$ cat config.mk
export PLATFORM = sky130hd
export DESIGN_NAME = hfs_ram
export DESIGN_NICKNAME = d
export VERILOG_FILES = /design/src/rtl/hfs_ram.sv
export SDC_FILE = /design/constraint.sdc
export NUM_CORES = 1
export LEC_CHECK = 0
export ABC_AREA = 1
export BUFFER_PORTS_ARGS = -buffer_cell sky130_fd_sc_hd__buf_2
export CAP_MARGIN = 10
export CORE_MARGIN = 2
export CORE_UTILIZATION = 55
export DETAILED_ROUTE_END_ITERATION = 6
export GPL_TIMING_DRIVEN = 1
export MAX_ROUTING_LAYER = met4
export PLACE_DENSITY = 0.72
export SKIP_CTS_REPAIR_TIMING = 1
export SLEW_MARGIN = 15
export SYNTH_ARGS = -nofsm -noshare
export SYNTH_HDL_FRONTEND = slang
export SYNTH_SLANG_ARGS = --single-unit
$ cat constraint.sdc
create_clock -name clk -period 3.4 [get_ports clk]
set_input_delay 0.34 -clock clk [delete_from_list [all_inputs] [get_ports clk]]
set_output_delay 0.34 -clock clk [all_outputs]
set_load 0.03 [all_outputs]
$ cat src/rtl/hfs_ram.sv
`timescale 1ns / 1ps
// ----------------------------------------------------------------------------
// hfs_ram
// Generic single-write, single-read RAM with registered read data.
// ----------------------------------------------------------------------------
module hfs_ram #(
  parameter int WIDTH = 8,
  parameter int DEPTH = 16
) (
  input  logic                     clk,
  input  logic                     we,
  input  logic [$clog2(DEPTH)-1:0] waddr,
  input  logic [WIDTH-1:0]         wdata,
  input  logic [$clog2(DEPTH)-1:0] raddr,
  output logic [WIDTH-1:0]         rdata
);

  logic [WIDTH-1:0] mem [DEPTH];

  always_ff @(posedge clk) begin
    if (we) begin
      mem[waddr] <= wdata;
    end
    rdata <= mem[raddr];
  end

endmodule

; ---- Word level (Yosys, flattened, before mapping)
; Memories as Yosys holds them, arrays and structs flattened. A register that Yosys moved wholly into a read port is not among the register bits.
; Cells that the tools add are included.
; Widths: inputs -> output; s select.
[totals]
regBits = 0
rom_bits = 0
memories = 1
ramBits = 128
latchBits = 0
out_inout_bits = 8
elab_cells = 3
[mem_list]
columns = name, depth, width, rd, rd_clocked_by_memory_dff, write_ports, line_no
row1 = mem, 16, 8, 1, 1, 1, 18  ; logic [WIDTH-1:0] mem [DEPTH];
[classes]
mux = 2
div_mod_pow = 0
add_sub_neg = 0
shift = 0
n_reduce_logical = 0
n_mul = 0
n_eq_ne = 0
bitwise_logic = 0
magnitude_cmp = 0
[ops]
columns = op, count
row1 = $mux 1, 2

; ---- Logic depth before layout (Yosys ltp)
[depth]
ltp_word = 2
ltp_mapped = 8

; ---- Least setup slack after synthesis
; Ideal clock, no wire load.
[synth_path]
kind = input -> register
start = in waddr[2]
end = mem mem[10][0] (enable)
slack_ps = 2109
setup_ps = 370
arrival_ps = 921
required_time_ps = 3030
cell_stages = 2
cell_sequence = nand3b_1 > nor2_1
[synth_rtl]
columns = element, line_no
row1 = from (decl), 12  ; input logic [$clog2(DEPTH)-1:0] waddr,
row2 = to (decl), 18
; No word-level cell before the write port.

==> results by group <==
Run status
  • Status: completed

Layout
  • Layout Utilization: 63.32%
  • Finished Layout Cells: 721
  • Antenna cells: 0
  • Share of post-route cells with drive strength above 1: 9.573%
  • NumNets Final: 590
  • Area Growth Syn to Fin: 12.35%

Floorplan
  • Row count: 37
  • Initial Utilization: 56.37%
  • Die extent in y: 106.4 um
  • # IOs: 26
  • Die Wd: 106.4 um
  • Total Die Area: 11,320 um2
  • CORE AREA: 10,230 um2

Min path
  • Hold Path End: rdata[7]$_DFF_P_
  • Worst hold path cell count: 3
  • Worst hold path class: input port to register
  • Hold Startpoint: raddr[3]

Yosys
  • Net count after synthesis: 569
  • Gate Count Post-Synth: 551
  • Synthesized area per cell: 10.47 um2
  • Post-synthesis register bit count: 136
  • Sequential share of the synthesized area: 69.43%
  • Netlist cell types: 12
  • Total number of yosys warnings: 0
  • Syn Std Cell Area: 5767 um2

Setup path
  • Crit start category: input port
  • R2R Path End: rdata[5]$_DFF_P_
  • WP data arrival: 1.97 ns
  • R2R Setup Slk: 2.29 ns
  • Worst R2R Start: mem[1][5]$_DFFE_PP_
  • Crit end category: register
  • WS Path Type: input port to register
  • CP max FO: 33
  • Worst EP required: 3.81 ns
  • R2R depth: 6

Global routing
  • Gr usage total: 23.66%
  • Initial antenna violation count: 0
  • First-pass GRT wire length: 18,950 um
  • Largest net degree at the start of global routing: 65
  • Overflow after GRT: 0
  • Vias in the first global route: 3,577

Route
  • WL final: 12,140 um
  • # DRC: 0
  • Vias post-DR: 3,758
  • DR iter-0 viols: 275
  • Via density: 5.212
  • Wire per inst: 16.83 um
  • Pre-antenna DRT Iters: 4
  • Antenna Violating Nets Remaining: 0

CTS
  • CTS Sinks: 136
  • Worst skew pair latency: 0.52 ns
  • Clock-pin slew on the worst setup and hold paths: 0.06 ns
  • TritonCTS clock tree: yes
  • CTS max path bufs: 2
  • Clock tree root buffer cell: clkbuf_8
  • CTS H-tree depth: 4
  • Clock buffer count from CTS: 17

Place
  • RD Place Congestion: 0.9191
  • Port buffer count: 25
  • Hpwl dp: 7242 um
  • Cell total after placement: 689
  • DP Worst Slack: 1.357 ns

Run
  • Total of max-cap violations: 0

STA
  • RSZ-0062 raised after global routing: false
  • WHS: 0.1737 ns
  • Post-layout minimum cycle time: 1.561 ns
  • Fmax: 640.6 MHz
  • Slew Limit Fails: 0
  • Final worst slack: 1.839 ns
  • Final Hold Fails: 0
  • Worst Skew: 0.01061 ns
  • Final setup viols: 0
  • Final worst-path cycle share: 45.91%
  • Rel. slew slack: 28.14%
  • TNS Setup: 0 ns
  • Least-Margin Pin Slew: 1.076 ns

Power
  • Pwr Density: 602.0 nW/um2
  • Leakage Power: 0.002797 uW
  • Max VDD drop: 0.3333 mV
how the worst max path moves through the flow:
stage                  start                    to  slack [ns]
global route        raddr[1]      rdata[5]$_DFF_P_        1.73
global placement    raddr[1]      rdata[3]$_DFF_P_        1.38
detailed placement  raddr[1]      rdata[3]$_DFF_P_        1.36
finish              raddr[1]      rdata[3]$_DFF_P_        1.84
CTS                 raddr[1]      rdata[5]$_DFF_P_        1.87
floorplan           waddr[2]  mem[10][0]$_DFFE_PP_        2.11
power breakdown:
group | internal, uW | total (uW) | switching (uW) | leakage (uW)
clock network | 1110 | 1780 | 669 | 0.000277
logic | 59.1 | 233 | 174 | 0.00130
registers | 1870 | 1890 | 11.8 | 0.00122
synthesized netlist by cell type:
library cell / n / area share, %
inv_2: 2 / 0.13
buf_1: 1 / 0.065
dfxtp_1: 8 / 2.8
nand2_1: 173 / 11
buf_4: 4 / 0.52
edfxtp_1: 128 / 67
inv_1: 100 / 6.5
buf_2: 13 / 1.1
nand3b_1: 2 / 0.26
nor2_1: 17 / 1.1
nand3_1: 97 / 8.4
buf_6: 6 / 1.2
cell type report:
cell class / instances / area, um2
sequential: 136 / 4004
fill: 804 / 3752
multi-input combinational: 289 / 1214
clock buffer: 19 / 421.7
inverter: 102 / 382.9
tap: 136 / 170.2
clock inverter: 13 / 153.9
timing repair buffer: 26 / 132.6
flip-flops by register name, indices dropped and copies added (netlist names):
register and flops:
mem 128, rdata 8
cells in the final DEF, fill, tap and decap left out, drive strengths merged:
master | synthesis | routed
nor2 | 17 | 17
edfxtp | 128 | 128
clkbuf | 0 | 19
dfxtp | 8 | 8
nand3 | 97 | 97
buf | 24 | 26
bufinv | 0 | 3
clkinv | 0 | 7
clkinvlp | 0 | 2
nand3b | 2 | 2
inv | 102 | 103
nand2 | 173 | 173
logic make-up (layout without fill, tap and decap cells):
family	after synthesis	count (layout)	synth area share [%]
flops	136	136	69.43
simple gates	289	289	21.05
buf+inv	126	160	9.525
worst max-delay path, stage by stage:
cell	delay, ns
buf_2	0.54
inv_2	0.46
nand3_1	0.22
nand3_1	0.13
nand3_1	0.18
nand2_1	0.07
layer usage:
metal	global-route usage [%]	wire length, um
met1	29.81	4957
met2	37.59	6086
met3	5.028	821
met4	9.774	270
met5	-	0
through the flow:
step	instance area (um2)	total power, uW
2_1_floorplan	5767	2072
3_3_place_gp	5903	2147
3_5_place_dp	5903	2153
4_1_cts	6479	3912
5_1_grt	6479	4005
6_report	6479	3900
Power figures use the tool's default switching activity.
